<file path="src/bpei_pkg.sv">
package bpei_pkg;

    localparam int MAX_POINTS     = 64;
    localparam int MAX_SAMPLES    = 64;
    localparam int GAIN_FRAC_BITS = 16;

    localparam int TIME_W    = 32;
    localparam int GAIN_W    = 18;
    localparam int CNT_W     = 7;
    localparam int REQ_W     = 2;
    localparam int IDX_W     = $clog2(MAX_POINTS);
    localparam int ACC_W     = TIME_W + $clog2(MAX_SAMPLES) + 2;
    localparam int PROD_W    = GAIN_W + TIME_W;
    localparam int DIV_CNT_W = $clog2(GAIN_W + 1);

    localparam logic [GAIN_W-1:0] UNITY_GAIN = GAIN_W'(64'(1) << GAIN_FRAC_BITS);
    localparam logic [TIME_W-1:0] END_TIME   = TIME_W'(1000000000);

    typedef logic [REQ_W-1:0] t_req;

    localparam t_req REQ_EVAL   = 2'd0;
    localparam t_req REQ_INSERT = 2'd1;
    localparam t_req REQ_FLAT   = 2'd2;

    typedef enum logic [3:0] {
        S_IDLE,
        S_INS,
        S_FLAT,
        S_EV_TIME,
        S_EV_CMP,
        S_EV_SEL,
        S_EV_DIFF,
        S_EV_MUL,
        S_EV_SUM,
        S_EV_DIV,
        S_EV_OUT
    } t_state;

    typedef struct packed {
        logic              valid;
        logic [TIME_W-1:0] tick;
        logic [GAIN_W-1:0] gain;
    } t_point;

    typedef struct packed {
        t_point pt;
        logic   ge;
        logic   sel_lo;
    } t_left_info;

    typedef struct packed {
        logic le;
        logic valid;
        logic is_last;
    } t_right_info;

    typedef struct packed {
        logic              ins_en;
        logic              flat_en;
        logic              cmp_en;
        logic [TIME_W-1:0] ins_time;
        logic [GAIN_W-1:0] ins_gain;
        logic [TIME_W-1:0] qt;
    } t_cell_ctrl;

    typedef struct packed {
        logic [TIME_W-1:0] lo_tick;
        logic [GAIN_W-1:0] lo_gain;
        logic [TIME_W-1:0] hi_tick;
        logic [GAIN_W-1:0] hi_gain;
        logic              last_lt;
        logic              spot;
    } t_cell_pick;

endpackage

</file>
<file path="src/bpei_div.sv">
module bpei_div (
    input  logic                         i_clk,
    input  logic                         i_rst_n,
    input  logic                         i_start,
    input  logic [bpei_pkg::PROD_W-1:0]  i_num,
    input  logic [bpei_pkg::TIME_W-1:0]  i_den,
    output logic                         o_done,
    output logic [bpei_pkg::GAIN_W-1:0]  o_quo
);
    import bpei_pkg::*;

    logic                 r_busy;
    logic                 r_done;
    logic [DIV_CNT_W-1:0] r_cnt;
    logic [TIME_W-1:0]    r_rem;
    logic [GAIN_W-1:0]    r_low;
    logic [GAIN_W-1:0]    r_quo;
    logic [TIME_W-1:0]    r_den;
    logic [TIME_W:0]      w_sh;
    logic [TIME_W:0]      w_diff;
    logic                 w_take;

    // The numerator is a weighted mean times the denominator, so the quotient fits
    // the gain width and the upper part of the numerator is already below the divisor.
    assign w_sh   = {r_rem, r_low[GAIN_W-1]};
    assign w_diff = w_sh - {1'b0, r_den};
    assign w_take = (w_sh >= {1'b0, r_den});

    always_ff @(posedge i_clk) begin
        if (!i_rst_n) begin
            r_busy <= 1'b0;
            r_done <= 1'b0;
            r_cnt  <= '0;
        end else begin
            r_done <= 1'b0;
            if (i_start) begin
                r_busy <= 1'b1;
                r_cnt  <= DIV_CNT_W'(GAIN_W);
            end else if (r_busy) begin
                r_cnt <= r_cnt - 1'b1;
                if (r_cnt == DIV_CNT_W'(1)) begin
                    r_busy <= 1'b0;
                    r_done <= 1'b1;
                end
            end
        end
    end

    always_ff @(posedge i_clk) begin
        if (i_start) begin
            r_rem <= i_num[PROD_W-1:GAIN_W];
            r_low <= i_num[GAIN_W-1:0];
            r_den <= i_den;
        end else if (r_busy) begin
            r_rem <= w_take ? w_diff[TIME_W-1:0] : w_sh[TIME_W-1:0];
            r_low <= {r_low[GAIN_W-2:0], 1'b0};
            r_quo <= {r_quo[GAIN_W-2:0], w_take};
        end
    end

    assign o_done = r_done;
    assign o_quo  = r_quo;

endmodule
</file>
<file path="config.mk">
export PLATFORM = sky130hd
export DESIGN_NAME = bpei_div
export DESIGN_NICKNAME = d
export VERILOG_FILES = /design/src/bpei_pkg.sv /design/src/bpei_div.sv
export SDC_FILE = /design/constraint.sdc
export NUM_CORES = 1
export LEC_CHECK = 0
export ABC_AREA = 1
export BUFFER_PORTS_ARGS = -buffer_cell sky130_fd_sc_hd__buf_2
export CAP_MARGIN = 25
export CORE_AREA = 2 2 104 207
export DETAILED_ROUTE_END_ITERATION = 10
export DIE_AREA = 0 0 106 209
export GPL_ROUTABILITY_DRIVEN = 0
export PLACE_DENSITY = 0.52
export SYNTH_ARGS = -nofsm -noshare
export SYNTH_HDL_FRONTEND = slang
export SYNTH_SLANG_ARGS = --single-unit
</file>
<file path="constraint.sdc">
create_clock -name i_clk -period 5 [get_ports i_clk]
set_clock_uncertainty 0.05 [all_clocks]
set_input_delay 0.25 -clock i_clk [delete_from_list [all_inputs] [get_ports i_clk]]
set_output_delay 0.25 -clock i_clk [all_outputs]
set_load 0.02 [all_outputs]
</file>
==> results.yml <==
clocking:
  cts.hold.buffers_added: 28
  cts_made_buffers: 9
  cts-root-buf: "clkbuf_16"
  htreeDepth: 3
  clkTransAtPathRegs_ns: 0.07
  cts-resized-gates: 0
  clock-sinks: 107
  cts_tree: "built"
  clockBufferDepth: 2
  cts_setup_buffers: 0
  insertion_delay_ns: 0.36
detailed_routing:
  drtIter0Drc: 252
  via_per_inst: 4.53
  drt-total-wl_mm: 18.4
  route.detailed.drc: 0
  final_antenna_net_count: 0
  firstDrtPassIters: 4
  num_vias: 6109
  avgRoutedWirePerCell_um: 13.7
global_route:
  grt_pass1_wl_mm: 30.1
  grt_pass1_vias: 6165
  grt-ovfl-total: 0
  grt_max_degree: 53
  grt.total_usage: 0.174
  antenna_found_initial: 0
timing:
  final-setup-viol-count: 0
  hold_viol_final: 0
  fmax_ghz: 0.349
  rsz0062_at_grt: "no"
  fin_ws_ns: 2.14
  slew_headroom: 0.582
  finalCritPeriodShare: 0.573
  fin_crit_ns: 2.86
  hold_slack_ns: 0.0125
  finalMaxSlewViolations: 0
  setup_total_negative_slack_ns: 0
  worstMarginPinSlew_ns: 0.627
critical_path:
  r2r_start: "r_rem[27]"
  startpoint_type: "flop"
  crit_type: "flop to flop"
  crit_required_ns: 5.18
  arrival_ns: 3.04
  critPathCaptureType: "flop"
  path_max_fanout: 33
  crit_start: "r_rem[27]"
cells_and_area:
  drive_above_1_share: 0.137
  final_common_cell: "nand2_1"
  area_delta_synth_final_pct: 18.3
  regArea_um2: 3140
  diodes: 0
  final_util: 0.407
  multiInputGateArea_um2: 3210
  nFillCells: 2176
  nets: 1195
  final_cell_mix: "nand2_1 (388), inv_1 (167), buf_2 (102), edfxtp_1 (100), nand3_1 (69)"
logic_synthesis:
  synth_warnings: 0
  synth_top_area_share: 0.421
  synthCells: 948
  syn-cell-area_um2: 7140
  synth_flop_cell: "edfxtp_1"
  synth-simple-area-share: 0.348
  ys_types: 39
  synth_top_cell_by_area: "edfxtp_1"
  synth_top_family_by_area: "simple AND/OR/NAND/NOR gates"
  synth.avg_cell_area_um2: 7.53
  syn-num-nets: 1068
  synth_xor_area_frac: 0.0184
  synth_area_leaders: "edfxtp_1 (42%), nand2_1 (20%), inv_1 (8.8%), ha_1 (6.0%), nand3_1 (4.8%)"
  synthArstFlopShare: 0
  synthAdderAreaFrac: 0.0624
  ys_seq_area_frac: 0.440
  synthMuxAreaShare: 0
  synth_edf_count: 100
  ys_seq_elements: 107
  synth_compound_area_frac: 0.0210
power_and_ir_drop:
  swShare: 0.385
  seqPwrFrac: 0.373
  power_switching_mw: 1.20
  p_per_area_nw_per_um2: 370
  comb_power_share: 0.408
  finalPower_mw: 3.12
  ir_drop_v: 0.000222
  p_leak_nw: 4.38
  p_clk_frac: 0.219
  power.internal_mw: 1.92
floorplanning:
  die_h_um: 209
  rows: 75
  ioPinCount: 104
  core_um2: 20700
  start_util: 0.344
  dieWidth_um: 106
  dieArea_um2: 22200
flow_run:
  cap_violations: 0
placed_design:
  hpwl_mm: 14.1
  post-place-ws_ns: 2.14
  portBuffers: 103
min_path:
  hold_class: "input pin to flop"
  min_from: "i_den[30]"
outcome:
  outcome: "complete, no violations"
## flip-flops by register name, summed over array words and instances (netlist names)
| register | cells |
|---|---|
| r_low | 18 |
| r_rem | 32 |
| o_quo | 18 |
| r_den | 32 |
| r_busy | 1 |
| r_cnt | 5 |
| o_done | 1 |
## power by group through the flow
stage          Clock (mW)  Sequential, mW  Combinational (mW)
3_3_place_gp            0            1.18                1.25
3_5_place_dp            0            1.18                1.26
2_1_floorplan           0            1.17               0.961
4_1_cts             0.717            1.16                1.28
5_1_grt             0.741            1.18                1.46
6_report            0.685            1.16                1.27
## cells by family (layout without fill, tap and decap cells)
| family | Yosys count | count (layout) |
|---|---|---|
| adder cells (fa/ha/maj) | 35 | 35 |
| XOR/XNOR | 15 | 15 |
| AO/OA/AOI/OAI | 27 | 27 |
| AND/OR/NAND/NOR | 572 | 572 |
| flip-flops | 107 | 107 |
| buffers and inverters | 192 | 324 |
## synthesized netlist by cell type, drive strengths merged (2+ instances only)
| master | number |
|---|---|
| o21ai | 3 |
| nor3 | 4 |
| inv | 171 |
| xnor2 | 14 |
| a21oi | 19 |
| dfxtp | 7 |
| nand3b | 26 |
| buf | 13 |
| nand3 | 74 |
| nand4 | 10 |
| and2 | 2 |
| nand2 | 396 |
| nor2 | 56 |
| clkbuf | 7 |
| edfxtp | 100 |
| ha | 34 |
| nor4 | 2 |
## layout make-up
class                           count  share of cell area
Clock buffer                       12              0.0280
Clock inverter                      4             0.00430
Inverter                          172              0.0764
Multi-Input combinational cell    649               0.380
Sequential cell                   107               0.372
Tap cell                          269              0.0399
Timing Repair Buffer              136              0.0990
## critical path, stage by stage, from the launching register on
cell	delay [ns]
edfxtp_1	0.40
ha_1	0.38
a21oi_1	0.30
nand2_1	0.10
a21oi_1	0.23
nand2_2	0.13
nor2_8	0.50
nand2_8	0.27
nand2_1	0.16
nand3_1	0.09
nand2_1	0.09
## metrics by stage
step / std cells / instance area (um^2)
floorplan: 948 / 7140
global placement: 1305 / 7890
detailed placement: 1305 / 7890
CTS: 1349 / 8450
global route: 1349 / 8450
finish: 1349 / 8450
## per-layer routing
metal | up-vias | global-route usage | wire length (um)
met5 | - | 0 | 0
met2 | 146 | 0.295 | 8780
met1 | 2718 | 0.218 | 8330
met4 | 0 | 0.0758 | 571
li1 | 3218 | - | -
met3 | 27 | 0.0262 | 753
## worst paths after layout
| check | end | depth (start not counted) | slack [ns] |
|---|---|---|---|
| max | r_rem[17] | 10 | 2.14 |
| min | r_den[30] | 1 | 0.01 |
| max reg2reg | r_rem[17] | 10 | 2.14 |
| min reg2reg | o_quo[15] | 0 | 0.40 |
Power figures use the tool's default switching activity.
