**src/bpei_pkg.sv**
```systemverilog
package bpei_pkg;

    localparam int MAX_POINTS     = 64;
    localparam int MAX_SAMPLES    = 64;
    localparam int GAIN_FRAC_BITS = 16;

    localparam int TIME_W    = 32;
    localparam int GAIN_W    = 18;
    localparam int CNT_W     = 7;
    localparam int REQ_W     = 2;
    localparam int IDX_W     = $clog2(MAX_POINTS);
    localparam int ACC_W     = TIME_W + $clog2(MAX_SAMPLES) + 2;
    localparam int PROD_W    = GAIN_W + TIME_W;
    localparam int DIV_CNT_W = $clog2(GAIN_W + 1);

    localparam logic [GAIN_W-1:0] UNITY_GAIN = GAIN_W'(64'(1) << GAIN_FRAC_BITS);
    localparam logic [TIME_W-1:0] END_TIME   = TIME_W'(1000000000);

    typedef logic [REQ_W-1:0] t_req;

    localparam t_req REQ_EVAL   = 2'd0;
    localparam t_req REQ_INSERT = 2'd1;
    localparam t_req REQ_FLAT   = 2'd2;

    typedef enum logic [3:0] {
        S_IDLE,
        S_INS,
        S_FLAT,
        S_EV_TIME,
        S_EV_CMP,
        S_EV_SEL,
        S_EV_DIFF,
        S_EV_MUL,
        S_EV_SUM,
        S_EV_DIV,
        S_EV_OUT
    } t_state;

    typedef struct packed {
        logic              valid;
        logic [TIME_W-1:0] tick;
        logic [GAIN_W-1:0] gain;
    } t_point;

    typedef struct packed {
        t_point pt;
        logic   ge;
        logic   sel_lo;
    } t_left_info;

    typedef struct packed {
        logic le;
        logic valid;
        logic is_last;
    } t_right_info;

    typedef struct packed {
        logic              ins_en;
        logic              flat_en;
        logic              cmp_en;
        logic [TIME_W-1:0] ins_time;
        logic [GAIN_W-1:0] ins_gain;
        logic [TIME_W-1:0] qt;
    } t_cell_ctrl;

    typedef struct packed {
        logic [TIME_W-1:0] lo_tick;
        logic [GAIN_W-1:0] lo_gain;
        logic [TIME_W-1:0] hi_tick;
        logic [GAIN_W-1:0] hi_gain;
        logic              last_lt;
        logic              spot;
    } t_cell_pick;

endpackage

```
**src/bpei_cell.sv**
```systemverilog
module bpei_cell (
    input  logic                         i_clk,
    input  logic                         i_rst_n,
    input  bpei_pkg::t_cell_ctrl         i_ctrl,
    input  logic                         i_is_first,
    input  logic                         i_init_valid,
    input  logic [bpei_pkg::TIME_W-1:0]  i_init_tick,
    input  bpei_pkg::t_left_info         i_left,
    input  bpei_pkg::t_right_info        i_right,
    output bpei_pkg::t_left_info         o_to_right,
    output bpei_pkg::t_right_info        o_to_left,
    output bpei_pkg::t_cell_pick         o_pick
);
    import bpei_pkg::*;

    t_point r_pt;
    t_point n_pt;
    logic   r_le;
    logic   r_lt;
    logic   w_ge;
    logic   w_is_last;
    logic   w_sel_lo;
    logic   w_sel_hi;

    assign w_ge      = r_pt.valid && (i_ctrl.ins_time >= r_pt.tick);
    assign w_is_last = r_pt.valid && !i_right.valid;

    // The lower point of the segment is the last point at or below the query time,
    // but never the final point of the table unless it is the only point.
    assign w_sel_lo = r_le && ((!i_right.le && !w_is_last) ||
                               (i_right.is_last && i_right.le) ||
                               (i_is_first && w_is_last));
    assign w_sel_hi = i_left.sel_lo || (i_is_first && w_is_last);

    always_comb begin
        n_pt = r_pt;
        if (i_ctrl.flat_en) begin
            n_pt.valid = i_init_valid;
            n_pt.tick  = i_init_tick;
            n_pt.gain  = i_ctrl.ins_gain;
        end else if (i_ctrl.ins_en && !w_ge) begin
            if (i_left.ge) begin
                n_pt.valid = 1'b1;
                n_pt.tick  = i_ctrl.ins_time;
                n_pt.gain  = i_ctrl.ins_gain;
            end else begin
                n_pt = i_left.pt;
            end
        end
    end

    always_ff @(posedge i_clk) begin
        if (!i_rst_n) begin
            r_pt.valid <= i_init_valid;
            r_pt.tick  <= i_init_tick;
            r_pt.gain  <= UNITY_GAIN;
            r_le       <= 1'b0;
            r_lt       <= 1'b0;
        end else begin
            r_pt <= n_pt;
            if (i_ctrl.cmp_en) begin
                r_le <= r_pt.valid && (r_pt.tick <= i_ctrl.qt);
                r_lt <= r_pt.valid && (r_pt.tick < i_ctrl.qt);
            end
        end
    end

    assign o_to_right.pt     = r_pt;
    assign o_to_right.ge     = w_ge;
    assign o_to_right.sel_lo = w_sel_lo && !w_is_last;

    assign o_to_left.le      = r_le;
    assign o_to_left.valid   = r_pt.valid;
    assign o_to_left.is_last = w_is_last;

    assign o_pick.lo_tick = w_sel_lo ? r_pt.tick : '0;
    assign o_pick.lo_gain = w_sel_lo ? r_pt.gain : '0;
    assign o_pick.hi_tick = w_sel_hi ? r_pt.tick : '0;
    assign o_pick.hi_gain = w_sel_hi ? r_pt.gain : '0;
    assign o_pick.last_lt = w_is_last && r_lt;
    assign o_pick.spot    = !w_ge && i_left.ge;

endmodule

```
**config.mk**
```make
export PLATFORM = sky130hd
export DESIGN_NAME = bpei_cell
export DESIGN_NICKNAME = d
export VERILOG_FILES = /design/src/bpei_pkg.sv /design/src/bpei_cell.sv
export SDC_FILE = /design/constraint.sdc
export NUM_CORES = 1
export LEC_CHECK = 0
export BUFFER_PORTS_ARGS = -buffer_cell sky130_fd_sc_hd__buf_2
export CAP_MARGIN = 20
export CORE_AREA = 2 2 130 132
export CTS_CLUSTER_DIAMETER = 80
export DETAILED_ROUTE_END_ITERATION = 8
export DIE_AREA = 0 0 132 134
export GPL_ROUTABILITY_DRIVEN = 0
export PLACE_DENSITY = 0.78
export SETUP_SLACK_MARGIN = 0.02
export SYNTH_ARGS = -nofsm -noshare
export SYNTH_HDL_FRONTEND = slang
export SYNTH_SLANG_ARGS = --single-unit
export TNS_END_PERCENT = 10
```
**constraint.sdc**
```tcl
create_clock -name i_clk -period 3.65 [get_ports i_clk]
set_input_delay 0.1825 -clock i_clk [delete_from_list [all_inputs] [get_ports i_clk]]
set_output_delay 0.1825 -clock i_clk [all_outputs]
set_load 0.01 [all_outputs]
```
==> qor.yml, run 1 <==
layout:
  syn2layout_area_growth_pct: 35.7
  final_nets: 1237
  fin_cells: 1218
  drive_above_1_share_pct: 39.5
  regArea_um2: 1390
  multi_input_area_um2: 3810
  final_util_pct: 47.4
  fillers: 1605
placed_design:
  dp_cells: 1206
  dp_hpwl_um: 16200
  portBuffers: 334
routing:
  dr_total_vias: 6305
  drt_first_pass_iters: 4
  avgViaCountPerCell: 5.18
  routed_wl_um: 20700
  ant_nets: 0
  drtIter0Drc: 342
  drcViolationCount: 0
  post_drt_wl_per_cell_um: 17.0
setup_path:
  r2r_slack_ns: 0.58
  worstSetupPathType: "reg2out"
  cp.arrival_ns: 3.09
  r2r_cells: 9
  end_kind: "output port"
  crit_path_max_fanout: 20
  r2r-end: "o_to_right[34]"
  timing.rr.start: "o_to_right[37]"
  slowest_stage: "a221o_1"
  cp.required_ns: 3.47
  crit_path_max_incr_delay_ns: 0.63
  start_kind: "flop"
  crit_chain: "inv_1 -> ha_1 -> a21oi_2 -> o21ai_1 -> a221o_1 -> a211oi_2 -> o21a_4 -> buf_4 -> o21a_1 -> buf_2"
sta:
  slew_headroom_pct: 50.0
  finalCritPeriodShare_pct: 89.7
  fmax_mhz: 305
  rsz0062_at_grt: "no"
  finalMaxSlewViolations: 0
  tns_ns: 0
  tightest_slew_ns: 0.750
  holdWs_ns: 0.146
  min_period_ns: 3.27
  hold_violations: 0
  setup_viol: 0
  skew_ns: 0.00563
yosys:
  synth_area_um2: 5690
  yosys_most_used_dff: "edfxtp_1"
  synth_edf_count: 33
  ys_warn_count: 0
  synth_area_per_cell_um2: 8.21
  synth_nets: 934
  synth-seq-cells: 53
  synthCells: 693
  ys_seq_area_share_pct: 24.5
  ys_types: 55
  async_reset_ff_share_pct: 0
cts:
  cts_tree: "done"
  clockBufferDepth: 2
  clk_latency_ns: 0.31
  postCtsSetupBuffers: 0
  cts-root-buf: "clkbuf_16"
  cts_sinks: 53
  cts_hold_buf: 0
  cts_buffers: 5
  htree_levels: 2
  cts_resized: 0
  cts.clk_slew.worst_paths_ns: 0.08
global_route:
  grt_usage_pct: 22.4
  grt_first_pass_wirelength_um: 31800
  antenna_found_initial: 1
  grt_overflow: 0
  grt_max_degree: 67
  grt_pass1_vias: 6106
die:
  core_area_um2: 16300
  initial_utilization_pct: 34.9
  die_y_um: 134
  ioPinCount: 335
  die-width_um: 132
  dieArea_um2: 17700
  num_rows: 47
status:
  status: "complete, no violations"
job:
  maxCapViolCount: 0
hold_path:
  hold_path.class: "in2reg"
  hold_start: "i_init_tick[26]"
  hold_end: "o_to_right[46]"
  min_path_cells: 3
power:
  p_leak_nw: 4.14
  power_density_nw_per_um2: 301
  worst_ir_drop_vdd_mv: 0.166
  total_power_mw: 2.32
[cell usage in the layout (no fill, tap or decap), types with 7 or more instances in the layout]
cell type	instances
buf_2	334
nand2_1	81
inv_1	69
ha_1	64
o21ai_0	53
and2_1	52
nor2_1	43
mux2i_1	33
edfxtp_1	33
nor2b_1	20
dfxtp_1	20
nor3_1	19
a2111oi_0	18
a31oi_1	18
a21oi_1	17
mux2_2	17
a21o_1	10
buf_4	10
nand4_1	8
nand3_1	7
o311ai_1	7
o311ai_4	7
[cell type report]
| class | count | share of cell area, % |
|---|---|---|
| clock buffers | 7 | 1.98 |
| inverters | 69 | 3.36 |
| well taps | 220 | 3.57 |
| flip-flops and latches | 53 | 18.0 |
| clock inverters | 1 | 0.0649 |
| repair buffers | 347 | 23.5 |
| multi-input cells | 520 | 49.4 |
| diodes | 1 | 0.0324 |
[how the worst max path moves through the flow]
stage | from | end | slack (ns) | cells after the start
finish | o_to_right[37] | o_pick[0] | 0.38 | 10
global route | o_to_right[37] | o_pick[0] | 0.23 | 10
CTS | o_to_right[37] | o_pick[0] | 0.36 | 10
detailed placement | o_to_right[49] | o_to_right[42] | 0.50 | 9
global placement | o_to_right[49] | o_to_right[37] | 0.66 | 9
floorplan | o_to_right[37] | o_to_left[1] | 0.54 | 10
[routing by layer]
| layer | track usage (%) | routed length (um) | up-vias |
|---|---|---|---|
| li1 | - | - | 3079 |
| met1 | 27.3 | 8640 | 2911 |
| met2 | 40.5 | 10500 | 283 |
| met3 | 3.06 | 1170 | 32 |
| met4 | 7.73 | 465 | 0 |
| met5 | 0 | 0 | - |
[worst max-delay path: cells and delay by family, from the launching register on]
family	cells	cell delay, ns
compound gates	6	1.51
fa+ha+maj	1	0.26
buf+inv	3	0.58
flops	1	0.42
[synth_stat cells, types with 20 or more instances]
library cell  instances  area [um2]
and2_1               52         325
clkbuf_1             34         128
dfxtp_1              20         400
edfxtp_1             33         991
ha_1                 64         801
inv_1                69         259
mux2i_1              33         330
nand2_1              81         304
nor2_1               43         161
nor2b_1              20         125
nor3_1               20         100
o21ai_0              53         265
[per-stage QoR]
step,area [um2],setup WS [ns]
after floorplan,5690,0.542
after global placement,7500,0.665
after detailed placement,7500,0.495
after CTS,7660,0.356
after global routing,7710,0.229
final,7710,0.376
[cell families after synthesis]
kind of cell / after synthesis / share of synthesized area (%)
DFF: 53 / 24.5
muxes: 50 / 9.17
and+or+nand+nor: 241 / 20.6
AOI/OAI and AO/OA: 165 / 22.6
adders and majority gates: 64 / 14.1
buffers and inverters: 120 / 9.00
[state kept, by name, indices dropped and copies added, names as in the netlist]
name        count
o_to_left       1
o_to_right     50
r_lt            1
r_le            1
[where the power goes]
group          switching (mW)  internal, mW
clock network           0.240         0.292
logic                   0.571         0.428
registers              0.0740         0.718
No activity file was read; power rests on OpenSTA's default activity.
==> run 2, diff against run 1 <==
REMOVE_ABC_BUFFERS = 1   (was unset)
==> qor.yml, run 2 (synthesized netlist as in run 1, its figures left out) <==
status:
  status: "complete, no violations"
layout:
  drive_above_1_share_pct: 39.5  # unchanged
  antennaDiodeCount: 0  # -1
  layout.cells.most_common: "buf_2"
  fin_cells: 1217  # -0.082%
  syn2layout_area_growth_pct: 35.5  # about the same
  final_nets: 1237  # unchanged
  mostFrequentLayoutCells: "334 x buf_2, 81 x nand2_1, 69 x inv_1"
  final_cell_area_um2: 7710  # about the same
  largest_reg_flops: 50  # unchanged
die:
  dieArea_um2: 17700  # unchanged
  die_y_um: 134  # unchanged
  num_rows: 47  # unchanged
  initial_utilization_pct: 34.9  # unchanged
  core_area_um2: 16300  # unchanged
  die-width_um: 132  # unchanged
  ioPinCount: 335  # unchanged
sta:
  fmax_mhz: 307  # +0.63%
  hold_violations: 0  # unchanged
  tightest_slew_ns: 0.676  # -0.0738 ns
  min_period_ns: 3.25  # -0.0204 ns
  rsz0062_at_grt: "no"
  skew_ns: 0.00906  # +0.00343 ns
  holdWs_ns: 0.153  # +0.00735 ns
  setup_viol: 0  # unchanged
  finalCritPeriodShare_pct: 89.1  # -0.56 points
  slew_headroom_pct: 54.9  # +4.9 points
  setup_ws_ns: 0.396  # +0.0204 ns
  finalMaxSlewViolations: 0  # unchanged
power:
  power_density_nw_per_um2: 309  # +2.8%
  p_leak_nw: 4.14  # about the same
  total_power_mw: 2.39  # +2.7%
  worst_ir_drop_vdd_mv: 0.191  # +15%
routing:
  avgViaCountPerCell: 5.25  # +1.4%
  met2_wirelength_um: 10100  # -3.2%
  post_drt_wl_per_cell_um: 17.1  # +0.71%
  dr_wl_met3_um: 1750  # +50%
  drcViolationCount: 0  # unchanged
  drt_first_pass_iters: 5  # +1
  wl_met1_um: 8490  # -1.7%
  ant_nets: 0  # unchanged
  drtIter0Drc: 326  # -4.7%
  dr_total_vias: 6391  # +1.4%
  top_layer_used: "met4"
  routed_wl_um: 20900  # +0.63%
setup_path:
  endpoint: "o_pick[0]"
  r2r-end: "o_to_right[32]"
  timing.rr.start: "o_to_right[39]"
  crit_path_max_fanout: 20  # unchanged
  end_kind: "output port"
  setup.worst_path.start: "o_to_right[39]"
  worstSetupPathType: "reg2out"
  r2r_cells: 9  # unchanged
  r2r_slack_ns: 0.62  # +0.04 ns
  cp.required_ns: 3.47  # about the same
  start_kind: "flop"
  cp.arrival_ns: 3.07  # -0.02 ns
global_route:
  grt_pass1_vias: 6045  # -1.0%
  grt_overflow: 0  # unchanged
  antenna_found_initial: 0  # -1
  grt_usage_pct: 22.8  # +0.37 points
  grt_max_degree: 51  # -24%
  grt_first_pass_wirelength_um: 31900  # +0.35%
cts:
  clockBufferDepth: 2  # unchanged
  htree_levels: 2  # unchanged
  cts_tree: "done"
  clk_latency_ns: 0.30  # about the same
  postCtsSetupBuffers: 0  # unchanged
  cts-root-buf: "clkbuf_16"
  cts_buffers: 5  # unchanged
  cts_sinks: 53  # unchanged
  cts_resized: 0  # unchanged
  cts_hold_buf: 0  # unchanged
  cts.clk_slew.worst_paths_ns: 0.08  # about the same
placed_design:
  dp_cells: 1208  # +0.17%
  pre_cts_ws_ns: 0.615  # +0.120 ns
  dp_hpwl_um: 16400  # +0.85%
  placed_area_um2: 7510  # +0.20%
  portBuffers: 334  # unchanged
job:
  maxCapViolCount: 0  # unchanged
hold_path:
  hold_path.class: "in2reg"
  min_path_cells: 3  # unchanged
## run 2: layer usage
layer,vias up,track usage [%]
met4,0,6.52
li1,3069,-
met5,-,0
met2,328,40.5
met3,37,5.74
met1,2957,27.2
## run 2: per-stage QoR
stage          TNS, ns  util [%]
6_report             0      47.3
5_1_grt              0      47.3
4_1_cts              0      47.3
3_5_place_dp         0      46.1
3_3_place_gp         0      46.1
2_1_floorplan   -11.06         -
## run 2: critical path, cell delays in order, from the launching register on
cell      delay, ns
edfxtp_1       0.44
inv_1          0.11
ha_1           0.25
a21oi_2        0.13
o21ai_1        0.12
a221o_1        0.61
a211oi_2       0.32
o21a_4         0.16
buf_4          0.34
o21a_1         0.15
buf_2          0.12
## run 2: area by class of cell
class / instances / area, um2
fill: 1583 / 8580
multi-input combinational: 520 / 3810
timing repair buffer: 347 / 1780
sequential: 53 / 1390
tap: 220 / 275
inverter: 69 / 259
clock buffer: 6 / 150
clock inverter: 2 / 35.0
## run 2: worst min-delay path by stage
stage	start	endpoint	slack [ns]
after CTS	i_init_tick[29]	o_to_right[49]	0.14
after detailed placement	i_init_tick[4]	o_to_right[24]	0.47
after global placement	i_init_tick[1]	o_to_right[21]	0.46
final	i_init_tick[29]	o_to_right[49]	0.15
after global routing	i_init_tick[28]	o_to_right[48]	0.16
after floorplan	i_rst_n	r_le	0.30
## run 2: power by group
group	leakage, nW	internal (mW)	switching [mW]	total (mW)
Sequential	0.514	0.718	0.0765	0.794
Combinational	3.54	0.422	0.571	0.993
Clock	0.0920	0.365	0.233	0.598
Total	4.14	1.50	0.881	2.39
==> run 3, diff against run 2 <==
CELL_PAD_IN_SITES_DETAIL_PLACEMENT = 0   (was unset)
CELL_PAD_IN_SITES_GLOBAL_PLACEMENT = 1   (was unset)
CORE_AREA = unset   (was 2 2 130 132)
CORE_MARGIN = 1.5   (was unset)
CORE_UTILIZATION = 31   (was unset)
DIE_AREA = unset   (was 0 0 132 134)
PLACE_DENSITY = 0.93   (was 0.78)
==> qor.yml, run 3 (synthesized netlist as in run 1, its figures left out) <==
sta:
  min_period_ns: 3.04  # -0.216 ns
  hold_violations: 0  # unchanged
  tns_ns: 0  # unchanged
  finalMaxSlewViolations: 0  # unchanged
  fmax_mhz: 329  # +7.1%
  slew_headroom_pct: 44.4  # -10 points
  skew_ns: 0.00766  # -0.00139 ns
  setup_viol: 0  # unchanged
  rsz0062_at_grt: "no"
  finalCritPeriodShare_pct: 83.2  # -5.9 points
  tightest_slew_ns: 0.834  # +0.157 ns
setup_path:
  cp.required_ns: 3.47  # about the same
  crit_path_max_fanout: 20  # unchanged
  timing.rr.start: "o_to_right[34]"
  start_kind: "flop"
  worstSetupPathType: "reg2out"
  slowest_stage: "edfxtp_1"
  crit_path_max_incr_delay_ns: 0.43  # -0.18 ns
  r2r-end: "o_to_left[1]"
  r2r_cells: 8  # -1
  cp_top_family: "compound AO/OA/AOI/OAI gates"
  worstPathBufferInverterCount: 3  # unchanged
  crit_chain: "inv_1 -> ha_1 -> nand4_1 -> nor4_1 -> o21ai_1 -> o211a_4 -> o21a_4 -> buf_4 -> o21a_1 -> buf_2"
  r2r_slack_ns: 0.65  # +0.03 ns
  end_kind: "output port"
  cp.arrival_ns: 2.86  # -0.21 ns
routing:
  routed_wl_um: 20700  # -0.59%
  post_drt_wl_per_cell_um: 16.9  # -1.4%
  drtIter0Drc: 318  # -2.5%
  dr_total_vias: 6165  # -3.5%
  drcViolationCount: 0  # unchanged
  drt_first_pass_iters: 4  # -1
  avgViaCountPerCell: 5.02  # -4.3%
  ant_nets: 0  # unchanged
layout:
  regArea_um2: 1390  # unchanged
  final_util_pct: 42.8  # -4.5 points
  largest_reg_flops: 50  # unchanged
  drive_above_1_share_pct: 39.5  # -0.040 points
  fillers: 1860  # +17%
  mostFrequentLayoutCells: "334 x buf_2, 81 x nand2_1, 69 x inv_1"
  layout.cells.most_common: "buf_2"
  syn2layout_area_growth_pct: 35.2
  final_nets: 1238  # +0.081%
  fin_cells: 1227  # +0.82%
  final_cell_area_um2: 7690  # -0.21%
  multi_input_area_um2: 3810  # unchanged
  antennaDiodeCount: 0  # unchanged
cts:
  cts-root-buf: "clkbuf_16"
  clockBufferDepth: 2  # unchanged
  cts.clk_slew.worst_paths_ns: 0.07  # about the same
  cts_sinks: 53  # unchanged
  htree_levels: 2  # unchanged
  cts_tree: "done"
  cts_hold_buf: 0  # unchanged
  cts_resized: 0  # unchanged
  postCtsSetupBuffers: 0  # unchanged
  cts_buffers: 5  # unchanged
  clk_latency_ns: 0.30  # about the same
die:
  die-width_um: 138  # +4.9%
  dieArea_um2: 19200  # +8.4%
  core_area_um2: 18000  # +10%
  ioPinCount: 335  # unchanged
  initial_utilization_pct: 31.7  # -3.3 points
  die_y_um: 138  # +3.3%
  num_rows: 49  # +4.3%
hold_path:
  hold_end: "o_to_right[49]"
  hold_start: "i_init_tick[29]"
  hold_path.class: "in2reg"
  min_path_cells: 3  # unchanged
global_route:
  grt_usage_pct: 21.1  # -1.7 points
  grt_pass1_vias: 5955  # -1.5%
  antenna_found_initial: 1  # +1
  grt_overflow: 0  # unchanged
  grt_max_degree: 51  # unchanged
  grt_first_pass_wirelength_um: 32300  # +1.3%
job:
  maxCapViolCount: 0  # unchanged
placed_design:
  placed_area_um2: 7520  # about the same
  dp_cells: 1218  # +0.83%
  portBuffers: 334  # unchanged
  dp_hpwl_um: 16500  # +0.76%
status:
  status: "complete, no violations"
power:
  p_leak_nw: 4.13  # -0.31%
  total_power_mw: 2.32  # -2.9%
  power_density_nw_per_um2: 301  # -2.7%
  worst_ir_drop_vdd_mv: 0.177  # -6.9%
==> run 3: cell types whose count changed in the layout (fill, tap and decap cells not counted) <==
cell and change:
clkbuf_1 +1, buf_12 -1, clkinv_4 +1, buf_4 +2
bufinv_16 -1, clkinv_2 -1
==> run 3: worst reg2reg max path, cell delays in order (launching register included) <==
cell and delay, ns:
edfxtp_1 0.43, inv_1 0.08, ha_1 0.31, nand4_1 0.17, nor4_1 0.36, o21ai_1 0.15
o211a_4 0.23, o21a_4 0.23, a211o_2 0.64
==> run 3: worst max path at each step <==
stage               cells after the start  slack, ns              to           start
floorplan                               7      -0.34    o_to_left[1]  o_to_right[49]
global placement                        8       0.61  o_to_right[32]  o_to_right[49]
detailed placement                      8       0.52  o_to_right[32]  o_to_right[49]
CTS                                    10       0.47       o_pick[0]  o_to_right[49]
global route                           10       0.49       o_pick[0]  o_to_right[37]
finish                                 10       0.61       o_pick[0]  o_to_right[34]
==> run 3: cell type report <==
type	count	share of cell area (%)
flip-flops and latches	53	18.1
clock inverters	1	0.114
repair buffers	348	23.1
multi-input cells	520	49.6
inverters	69	3.37
clock buffers	7	2.00
well taps	229	3.73
==> run 3: metal layers <==
layer | wire, um | share of wire [%] | track usage, %
met1 | 9110 | 44 | 27.0
met3 | 1150 | 5.6 | 3.60
met4 | 214 | 1.0 | 3.82
met2 | 10200 | 49 | 37.5
met5 | 10 | 0.048 | 0
==> run 3: per-stage QoR <==
step,hold slack (ns),setup slack [ns]
floorplan,0.299,-0.335
global placement,0.460,0.610
detailed placement,0.464,0.517
CTS,0.141,0.467
global route,0.148,0.489
finish,0.152,0.612
==> run 3: report_power, final <==
group	switching, mW	internal [mW]
registers	0.0763	0.718
logic	0.563	0.422
clock network	0.238	0.299
